**config.mk**
```make
export PLATFORM = sky130hd
export DESIGN_NAME = contact_point_table_reduce
export DESIGN_NICKNAME = d
export VERILOG_FILES = /design/src/rtl/cptr_pkg.sv /design/src/rtl/cptr_cell.sv /design/src/rtl/cptr_close.sv /design/src/rtl/contact_point_table_reduce.sv
export SDC_FILE = /design/constraint.sdc
export NUM_CORES = 2
export LEC_CHECK = 0
export BUFFER_PORTS_ARGS = -buffer_cell sky130_fd_sc_hd__buf_4
export CORE_MARGIN = 2
export CORE_UTILIZATION = 45
export DETAILED_ROUTE_END_ITERATION = 7
export GPL_ROUTABILITY_DRIVEN = 0
export PLACE_DENSITY = 0.7
export SYNTH_ARGS = -nofsm -noshare
export SYNTH_HDL_FRONTEND = slang
export SYNTH_SLANG_ARGS = --single-unit
```
**constraint.sdc**
```tcl
create_clock -name clk -period 41.6 [get_ports clk]
set_clock_uncertainty 0.1 [all_clocks]
set_input_delay 4.16 -clock clk [delete_from_list [all_inputs] [get_ports clk]]
set_output_delay 4.16 -clock clk [all_outputs]
set_load 0.01 [all_outputs]
```
**src/rtl/cptr_pkg.sv**
```systemverilog
// shared types and constants for the contact point table
`timescale 1ns / 1ps
package cptr_pkg;
	localparam int MAX_CONTACTS = 8;
	localparam int IDX_W = $clog2(MAX_CONTACTS + 1);
	localparam int CNT_W = 4;
	localparam logic [32:0] CLOSE_AXIS_LIMIT = 33'd13108;
	localparam logic [63:0] CLOSE_LIMIT = 64'd171798692;

	typedef enum logic [2:0] {
		CFG_A_X = 3'd0, CFG_A_Y = 3'd1, CFG_A_Z = 3'd2,
		CFG_B_X = 3'd3, CFG_B_Y = 3'd4, CFG_B_Z = 3'd5
	} cfg_idx_t;

	typedef enum logic [1:0] {
		ST_IDLE, ST_SCAN, ST_DONE
	} state_t;

	typedef struct packed {
		logic signed [31:0] oax, oay, oaz, obx, oby, obz;
		logic signed [31:0] nx, ny, nz, pen;
	} entry_t;

	function automatic logic signed [31:0] sat_sub(logic signed [31:0] a,
		logic signed [31:0] b);
		logic signed [32:0] d;
		d = {a[31], a} - {b[31], b};
		if (d[32] != d[31])
			return d[32] ? 32'sh80000000 : 32'sh7fffffff;
		return d[31:0];
	endfunction
endpackage

```
**src/rtl/cptr_cell.sv**
```systemverilog
// one table slot: loads a new item, else during a scan shifts in its right neighbour or the head
`timescale 1ns / 1ps
module cptr_cell (
	input  logic              clk,
	input  logic              shift,
	input  logic              load_new,
	input  cptr_pkg::entry_t  new_entry,
	input  cptr_pkg::entry_t  from_right,
	output cptr_pkg::entry_t  entry
);
	cptr_pkg::entry_t entry_q;

	always_ff @(posedge clk) begin
		if (load_new)
			entry_q <= new_entry;
		else if (shift)
			entry_q <= from_right;
	end

	assign entry = entry_q;
endmodule

```
**src/rtl/cptr_close.sv**
```systemverilog
// per-axis limit and squared distance test of two a offsets, registered result
`timescale 1ns / 1ps
module cptr_close (
	input  logic              clk,
	input  logic signed [31:0] sx, sy, sz,
	input  logic signed [31:0] nx, ny, nz,
	output logic              close
);
	logic [32:0] dx, dy, dz;
	logic signed [32:0] tx, ty, tz;
	logic [15:0] mx, my, mz;
	logic [33:0] sum;
	logic close_q;

	always_comb begin
		tx = {sx[31], sx} - {nx[31], nx};
		ty = {sy[31], sy} - {ny[31], ny};
		tz = {sz[31], sz} - {nz[31], nz};
		dx = tx[32] ? 33'(-tx) : 33'(tx);
		dy = ty[32] ? 33'(-ty) : 33'(ty);
		dz = tz[32] ? 33'(-tz) : 33'(tz);
		mx = dx[15:0];
		my = dy[15:0];
		mz = dz[15:0];
		sum = 34'(32'(mx) * 32'(mx)) + 34'(32'(my) * 32'(my)) + 34'(32'(mz) * 32'(mz));
	end

	always_ff @(posedge clk)
		close_q <= (dx <= cptr_pkg::CLOSE_AXIS_LIMIT) && (dy <= cptr_pkg::CLOSE_AXIS_LIMIT)
			&& (dz <= cptr_pkg::CLOSE_AXIS_LIMIT) && (64'(sum) < cptr_pkg::CLOSE_LIMIT);

	assign close = close_q;
endmodule

```
**src/rtl/contact_point_table_reduce.sv**
```systemverilog
// contact point table: rotates entries through a row of cells, head is compared
// channel | dir | handshake
// cfg     | in  | cfg_valid/cfg_ready, cfg_index, cfg_data
// in      | in  | in_valid/in_ready, req_type, point/normal/penetration fields
// out     | out | out_valid/out_ready, contact_count, was_added, removed_count, dropped_full
// a clear goes from the scan state straight to done; an add compares each stored
// entry in turn as it rotates past the head cell, with an evaluate and an act phase
// no clearing pass after reset; in_ready is low from acceptance until the
// result is taken, so a stalled output holds the block
`timescale 1ns / 1ps
module contact_point_table_reduce (
	input  logic        clk,
	input  logic        arst_n,
	input  logic        cfg_valid,
	output logic        cfg_ready,
	input  logic [2:0]  cfg_index,
	input  logic [31:0] cfg_data,
	input  logic        in_valid,
	output logic        in_ready,
	input  logic        req_type,
	input  logic signed [31:0] point_a_x, point_a_y, point_a_z,
	input  logic signed [31:0] point_b_x, point_b_y, point_b_z,
	input  logic signed [31:0] normal_x, normal_y, normal_z,
	input  logic signed [31:0] penetration,
	output logic        out_valid,
	input  logic        out_ready,
	output logic [3:0]  contact_count,
	output logic        was_added,
	output logic [3:0]  removed_count,
	output logic        dropped_full
);
	localparam int N = cptr_pkg::MAX_CONTACTS;
	localparam int IW = cptr_pkg::IDX_W;

	logic signed [31:0] pos_q [6];
	cptr_pkg::state_t state_q, state_d;
	cptr_pkg::entry_t new_q;
	cptr_pkg::entry_t cells [N];
	logic [IW-1:0] count_q, left_q, removed_q;
	logic keep_q, phase_q, added_q, full_q;
	logic shift, load_new, close;
	logic [N-1:0] load_vec;

	assign cfg_ready = 1'b1;
	always_ff @(posedge clk or negedge arst_n) begin
		if (!arst_n) begin
			for (int k = 0; k < 6; k++) pos_q[k] <= '0;
		end else if (cfg_valid) begin
			case (cfg_index)
				cptr_pkg::CFG_A_X: pos_q[0] <= cfg_data;
				cptr_pkg::CFG_A_Y: pos_q[1] <= cfg_data;
				cptr_pkg::CFG_A_Z: pos_q[2] <= cfg_data;
				cptr_pkg::CFG_B_X: pos_q[3] <= cfg_data;
				cptr_pkg::CFG_B_Y: pos_q[4] <= cfg_data;
				cptr_pkg::CFG_B_Z: pos_q[5] <= cfg_data;
				default: ;
			endcase
		end
	end

	// entries sit in cells 0..count-1; scanning rotates cell 0 to cell count-1
	genvar g;
	generate
		for (g = 0; g < N; g++) begin : g_cell
			cptr_pkg::entry_t right;
			if (g == N - 1) begin : g_last
				assign right = cells[0];
			end else begin : g_mid
				assign right = (IW'(g) == count_q - 1'b1) ? cells[0] : cells[g + 1];
			end
			cptr_cell u_cell (
				.clk(clk), .shift(shift && (IW'(g) < count_q)),
				.load_new(load_vec[g]), .new_entry(new_q),
				.from_right(right), .entry(cells[g])
			);
		end
	endgenerate

	cptr_close u_close (
		.clk(clk), .sx(cells[0].oax), .sy(cells[0].oay), .sz(cells[0].oaz),
		.nx(new_q.oax), .ny(new_q.oay), .nz(new_q.oaz), .close(close)
	);

	// phase 0 evaluates head, phase 1 drops it or rotates it; a kept close head cancels the add
	logic drop_head;
	assign drop_head = close && ($signed(cells[0].pen) > $signed(new_q.pen));

	always_comb begin
		state_d = state_q;
		shift = 1'b0;
		load_new = 1'b0;
		in_ready = 1'b0;
		case (state_q)
			cptr_pkg::ST_IDLE: begin
				in_ready = 1'b1;
				if (in_valid) state_d = cptr_pkg::ST_SCAN;
			end
			cptr_pkg::ST_SCAN: begin
				if (left_q == '0) begin
					load_new = keep_q && (count_q < IW'(N));
					state_d = cptr_pkg::ST_DONE;
				end else if (phase_q) begin
					shift = 1'b1;
				end
			end
			cptr_pkg::ST_DONE: if (out_ready) state_d = cptr_pkg::ST_IDLE;
			default: state_d = cptr_pkg::ST_IDLE;
		endcase
		for (int k = 0; k < N; k++) load_vec[k] = load_new && (count_q == IW'(k));
	end

	// dropping the head: rotate left so the head moves to cell count-1, then shrink the count past it
	always_ff @(posedge clk or negedge arst_n) begin
		if (!arst_n) begin
			state_q <= cptr_pkg::ST_IDLE;
			count_q <= '0;
			left_q <= '0;
			removed_q <= '0;
			keep_q <= 1'b0;
			phase_q <= 1'b0;
			added_q <= 1'b0;
			full_q <= 1'b0;
		end else begin
			state_q <= state_d;
			case (state_q)
				cptr_pkg::ST_IDLE: if (in_valid) begin
					removed_q <= '0;
					keep_q <= req_type;
					phase_q <= 1'b0;
					added_q <= 1'b0;
					full_q <= 1'b0;
					if (!req_type) begin
						count_q <= '0;
						left_q <= '0;
					end else begin
						left_q <= count_q;
					end
				end
				cptr_pkg::ST_SCAN: begin
					if (left_q == '0) begin
						if (load_new) begin
							count_q <= count_q + 1'b1;
							added_q <= 1'b1;
						end
						full_q <= keep_q && (count_q >= IW'(N));
					end else if (!phase_q) begin
						phase_q <= 1'b1;
					end else begin
						phase_q <= 1'b0;
						left_q <= left_q - 1'b1;
						if (close && !drop_head) keep_q <= 1'b0;
						if (drop_head) begin
							count_q <= count_q - 1'b1;
							removed_q <= removed_q + 1'b1;
						end
					end
				end
				default: ;
			endcase
		end
	end

	// new item: offsets from the configured positions, plus normal and penetration
	always_ff @(posedge clk) begin
		if (state_q == cptr_pkg::ST_IDLE && in_valid) begin
			new_q.oax <= cptr_pkg::sat_sub(point_a_x, pos_q[0]);
			new_q.oay <= cptr_pkg::sat_sub(point_a_y, pos_q[1]);
			new_q.oaz <= cptr_pkg::sat_sub(point_a_z, pos_q[2]);
			new_q.obx <= cptr_pkg::sat_sub(point_b_x, pos_q[3]);
			new_q.oby <= cptr_pkg::sat_sub(point_b_y, pos_q[4]);
			new_q.obz <= cptr_pkg::sat_sub(point_b_z, pos_q[5]);
			new_q.nx <= normal_x;
			new_q.ny <= normal_y;
			new_q.nz <= normal_z;
			new_q.pen <= penetration;
		end
	end

	assign out_valid = (state_q == cptr_pkg::ST_DONE);
	assign contact_count = 4'(count_q);
	assign was_added = added_q;
	assign removed_count = 4'(removed_q);
	assign dropped_full = full_q;
endmodule

```
### Word-level counts from Yosys, hierarchy flattened

Index checks and enable logic that the tools add are counted.

* add/sub/neg operators: 18
* multiply operators: 3
* $lt $le $gt $ge: 15
* equal/unequal tests: 38
* muxes and demuxes: 95
* reductions and logical operators: 54

Operators by type and width (count)
* 320-bit two-way mux: 23
* 32-bit two-way mux: 18
* 32-bit by 32-bit subtractor with 33-bit output: 9
* 33-bit by 14-bit <= comparator with 1-bit output (second input constant): 3
* 33-bit two-way mux: 3
* 33-bit negation: 3
* 16-bit by 16-bit multiplier with 32-bit output: 3
* 4-bit two-way mux: 12
* 34-bit by 32-bit adder with 34-bit output: 1
* 34-bit by 28-bit < comparator with 1-bit output (second input constant): 1
* 32-bit by 32-bit adder with 33-bit output: 1
* 32-bit greater-than comparator: 1
* 1-bit two-way mux: 28
* 1-bit logical AND: 24
* 4-bit one-hot mux with 2 select lines: 3
* 2-bit nonzero test: 9
* 4-bit by 3-bit equality test with 1-bit output (second input constant): 4
* 3-bit by 4-bit < comparator with 1-bit output (first input constant): 4
* 5-bit AND reduction: 3
* 2-bit != test (second input constant): 7
* 2-bit AND reduction: 7
* 3-bit by 4-bit equality test with 1-bit output (first input constant): 3
* 4-bit logical NOT: 3
* 3-bit != test (second input constant): 3
* other kinds (25): 47

* register bits after elaboration: 3091
* input port bits: 361

### Logic depth before layout (Yosys ltp)

* word-level depth: 8
* mapped depth: 61

### By module

Synthesis repeated with hierarchy kept, for this count alone.

* cell total of the unflattened synthesis: 14809
* area total of the unflattened synthesis: 207951.9 sq um

By module, submodules not included
* cptr_cell: times used 8, cells an instance 677, area an instance 14883.0 sq um, seq. area each 9609.2 sq um
* contact_point_table_reduce: times used 1, cells an instance 5455, area an instance 57058.5 sq um, seq. area each 14864.3 sq um
* cptr_close: times used 1, cells an instance 3938, area an instance 31829.3 sq um, seq. area each 20.0 sq um

### Least setup slack after synthesis

OpenSTA, ideal clock, no wires.

* path kind: reg-to-reg
* from: reg g_cell[0].u_cell.entry_q (netlist bit g_cell[0].u_cell.entry[256])
* to: reg u_close.close_q (netlist: u_close.close)
* setup time: 0.073 ns
* data arrival time: 13.998 ns
* path slack: 27.429 ns
* stages on the path, launching flop included: 55
* buffers on the path: 1
* period minus slack after synthesis: 14.171 ns
* cell sequence: edfxtp_1 > inv_1 > ha_1 > inv_1 > fa_1 > a211oi_1 > o211ai_1 > o2111ai_2 > a31oi_1 > a21o_1 > nor2_1 > nand2_1 > xnor2_1 > clkinv_1 > nand2_1 > fa_1 > fa_1 > inv_1 > (+19 left out) > fa_1 > fa_1 > inv_1 > ha_1 > clkbuf_1 > a21o_1 > a2111oi_0 > nor2_1 > o21ai_0 > nor3_1 > o211ai_1 > a21boi_0 > o21ai_0 > a21oi_1 > or3_1 > a211oi_1 > nand4_1 > nor3_2

* longest elaborated chain between the ends: 8

RTL lines
* start: declaration: line cptr_cell.sv:11 `cptr_pkg::entry_t entry_q;`
* start signal: assignment: line cptr_cell.sv:15 `entry_q <= new_entry;`
* start signal: assignment: line cptr_cell.sv:17 `entry_q <= from_right;`
* 32-bit by 32-bit subtractor with 33-bit output (*): line cptr_close.sv:17 `ty = {sy[31], sy} - {ny[31], ny};`
* 33-bit negation: line cptr_close.sv:20 `dy = ty[32] ? 33'(-ty) : 33'(ty);`
* 33-bit two-way mux (*): line cptr_close.sv:20
* 16-bit by 16-bit multiplier with 32-bit output: line cptr_close.sv:25 `sum = 34'(32'(mx) * 32'(mx)) + 34'(32'(my) * 32'(my)) + 34'(32'(mz) * 32'(mz));`
* 32-bit by 32-bit adder with 33-bit output: line cptr_close.sv:25
* 34-bit by 32-bit adder with 34-bit output: line cptr_close.sv:25
* 34-bit by 28-bit < comparator with 1-bit output: line cptr_close.sv:30 `&& (dz <= cptr_pkg::CLOSE_AXIS_LIMIT) && (64'(sum) < cptr_pkg::CLOSE_LIMIT);`
* 1-bit logical AND (*): line cptr_close.sv:30
* end signal: assignment: line cptr_close.sv:29 `close_q <= (dx <= cptr_pkg::CLOSE_AXIS_LIMIT) && (dy <= cptr_pkg::CLOSE_AXIS_LIMIT)`
* end: declaration: line cptr_close.sv:13 `logic close_q;`

Mark *: on every way between the ends. The rest lies on a longest branch, timed or not.
A chain may end at the register's enable or synchronous reset.

### Worst setup path in the final report

Same ends and word-level chain as after synthesis.

==> impl_metrics.ini <==
[status]
status = finished, final reports clean

[hold_path]
whs_path_depth = 1
min_from = pos_q[96]
min_path_type = reg2reg
worstHoldEndpoint = pos_q[96]

[floorplanning]
fp.dieArea_mm2 = 0.216
die_height_um = 465
die_w_um = 465
num_rows = 169
start_util_pct = 45.2
ios = 374
fp.coreArea_mm2 = 0.212

[route]
wire_per_inst_um = 22.2
vias = 74100
wl_um = 281000
drt_first_pass_iters = 8
drtIter0Drc = 7893
ant_nets = 0
route.detailed.drc = 0
via_per_inst = 5.85

[cts]
clock_latency_ns = 0.80
cts.clk_slew.worst_paths_ns = 0.06
cts_max_path_buffers = 3
clockRootBuffer = clkbuf_16
cts_tree = built
cts_resized = 0
cts_num_sinks = 1267
numCtsBuffers = 137
htreeDepth = 4
postCtsSetupRepairBufs = 0
ctsHoldBuffers = 0

[timing]
worst_pin_slew_ns = 1.20
timing.final.ws_setup_ns = 23.60
rsz0062_at_grt = false
setup_violations = 0
tns_ns = 0
layout_min_cycle_time_ns = 18.00
final_max_slew_viol_count = 0
hold_viol_final = 0
fin_crit_sh_pct = 43.3
worst_slew_margin_rel_pct = 19.5
timing.fmax_ghz = 0.0555

[layout]
drive_gt1_share_pct = 6.33
syn2layout_area_growth_pct = 9.18
instances_no_fill = 12700
fillers = 19000
multi_input_area_mm2 = 0.0523
seq_area_mm2 = 0.0375
fin_nets = 11200

[setup_path]
worst_setup_path_end_kind = flop
cpPeakStageDelay_ns = 0.78
rrSetupSlack_ns = 23.60
r2r_cells = 54
worstPathMaxFanout = 25
cp.arrival_ns = 18.64
required_ns = 42.23
r2r_end = u_close.close
critPathSlowestCell = a2111oi_0
worstReg2RegStart = g_cell[0].u_cell.entry[256]
cp-start-kind = flop
worstSetupPathType = reg2reg
cpMostUsedCell = fa_1

[synthesis]
synth_xor_area_share_pct = 2.13
yosys_warnings = 0
ys_ff_latch = 1267
synthSimpleGateAreaFrac_pct = 11.7
muxShareOfSynthArea_pct = 8.10
yosysTopAreaCell = edfxtp_1
syn_area_mm2 = 0.0957
synth_cell_types = 105
synth_adder_area_share_pct = 19.3
netlist_instances = 9760
ys_seq_area_share_pct = 39.2
yosys.area.top_type_share_pct = 36.2
syn_area_per_cell_um2 = 9.80
async_reset_ff_share_pct = 9.00
synth.area.top_cells = edfxtp_1 (36%), fa_1 (12%), mux2i_1 (7.9%)
yosys_most_used_dff = edfxtp_1
synth_top_family_by_area = adder cells
synth_nets = 11200
synth_compound_area_share_pct = 13.3
synth_edf_count = 1152

[global_routing]
track_usage_pct = 25.7
grt_overflow = 0
grt_pass1_wl_um = 431000
grt_pass1_vias = 73400
antenna_found_initial = 14
grt_max_degree = 205

[placed_design]
pre_cts_slack_ns = 24.09
numPortBuffers = 180
dp_cells = 12400
hpwl_um = 192000

[flow_run]
maxCapViolations = 0
[per-stage QoR]
step	hold WS [ns]	instance area, um2	util, %
6_report	0.416	104000	49.3
3_5_place_dp	0.402	100000	47.3
5_1_grt	0.430	104000	49.3
4_1_cts	0.419	104000	49.3
3_3_place_gp	0.390	100000	47.3
2_1_floorplan	0.385	95700	-
[synth_stat cells (all sizes together), types with 82 or more instances]
library cell,count
inv,1143
nor3,82
nor2,593
nand2,1312
dfrtp,114
mux2i,754
clkbuf,431
xnor2,131
a21oi,453
fa,591
edfxtp,1152
xor2,102
o21ai,1220
a21o,95
ha,523
nand3,91
[how the worst max path moves through the flow]
stage / start / to / slack (ns) / cells after the start
floorplan: g_cell[0].u_cell.entry[256] / u_close.close / 27.43 / 54
global placement: g_cell[0].u_cell.entry[256] / u_close.close / 24.21 / 54
detailed placement: g_cell[0].u_cell.entry[256] / u_close.close / 24.09 / 54
CTS: g_cell[0].u_cell.entry[256] / u_close.close / 23.97 / 54
global route: g_cell[0].u_cell.entry[256] / u_close.close / 22.95 / 59
finish: g_cell[0].u_cell.entry[256] / u_close.close / 23.60 / 54
[cell type report]
cell class / count / share of cell area, %
clock buffer: 182 / 3.58
clock inverter: 65 / 0.618
timing repair buffer: 296 / 2.26
multi-input combinational: 6876 / 50.1
tap: 2821 / 3.38
inverter: 1159 / 4.17
antenna: 1 / 0.00240
sequential: 1267 / 35.9
[per-layer routing]
layer	wire, um	share of wire [%]	GRT usage [%]	vias up
met5	90	0.032	0	-
met4	13600	4.8	11.7	12
met3	27700	9.9	5.14	714
met2	128000	46	40.9	3665
met1	111000	40	33.7	36000
li1	-	-	-	33700
[cell usage in the layout, fill, tap and decap left out, types with 32 or more instances in the layout]
cell type,n
a211oi_1,41
nor3_1,80
xnor2_1,126
o21ai_0,1203
and3_1,43
and2_1,36
clkbuf_1,35
o211ai_1,39
a21o_1,94
xor2_1,101
buf_4,285
a31oi_1,41
a21oi_1,453
clkbuf_16,141
or2_2,46
nor2_1,591
clkinv_1,38
o21a_1,48
inv_1,1140
nor4_1,32
nand2_1,1305
fa_1,591
nand3_1,89
nand2b_1,80
ha_1,523
nand4_1,58
mux2i_1,752
edfxtp_1,1152
dfrtp_1,114
nor2b_1,47
[sequential cells by signal, summed over array words and instances, names as in the netlist]
| signal | cells |
|---|---|
| was_added | 1 |
| g_cell.u_cell.entry | 1024 |
| u_close.close | 1 |
| removed_count | 4 |
| left_q | 4 |
| phase_q | 1 |
| dropped_full | 1 |
| new_q | 128 |
| pos_q | 96 |
| contact_count | 4 |
| keep_q | 1 |
| state_q | 2 |
[kinds of logic after synthesis]
group,after synthesis
flip-flops,1267
multiplexers,772
buffers and inverters,1617
other,1
XOR/XNOR,233
AO/OA/AOI/OAI,2205
adder cells (fa/ha/maj),1121
AND/OR/NAND/NOR,2544
[critical path, delay by kind of cell, from the launching register on]
family          cells  cell delay (ns)
fa+ha+maj          16             7.68
buf+inv             9             1.11
simple gates       11             2.98
compound gates     17             5.07
flops               1             0.42
xor+xnor            1             0.51
Power is not shown: default switching activity piles up to over one toggle a cycle in this logic, so the estimate is an artifact.
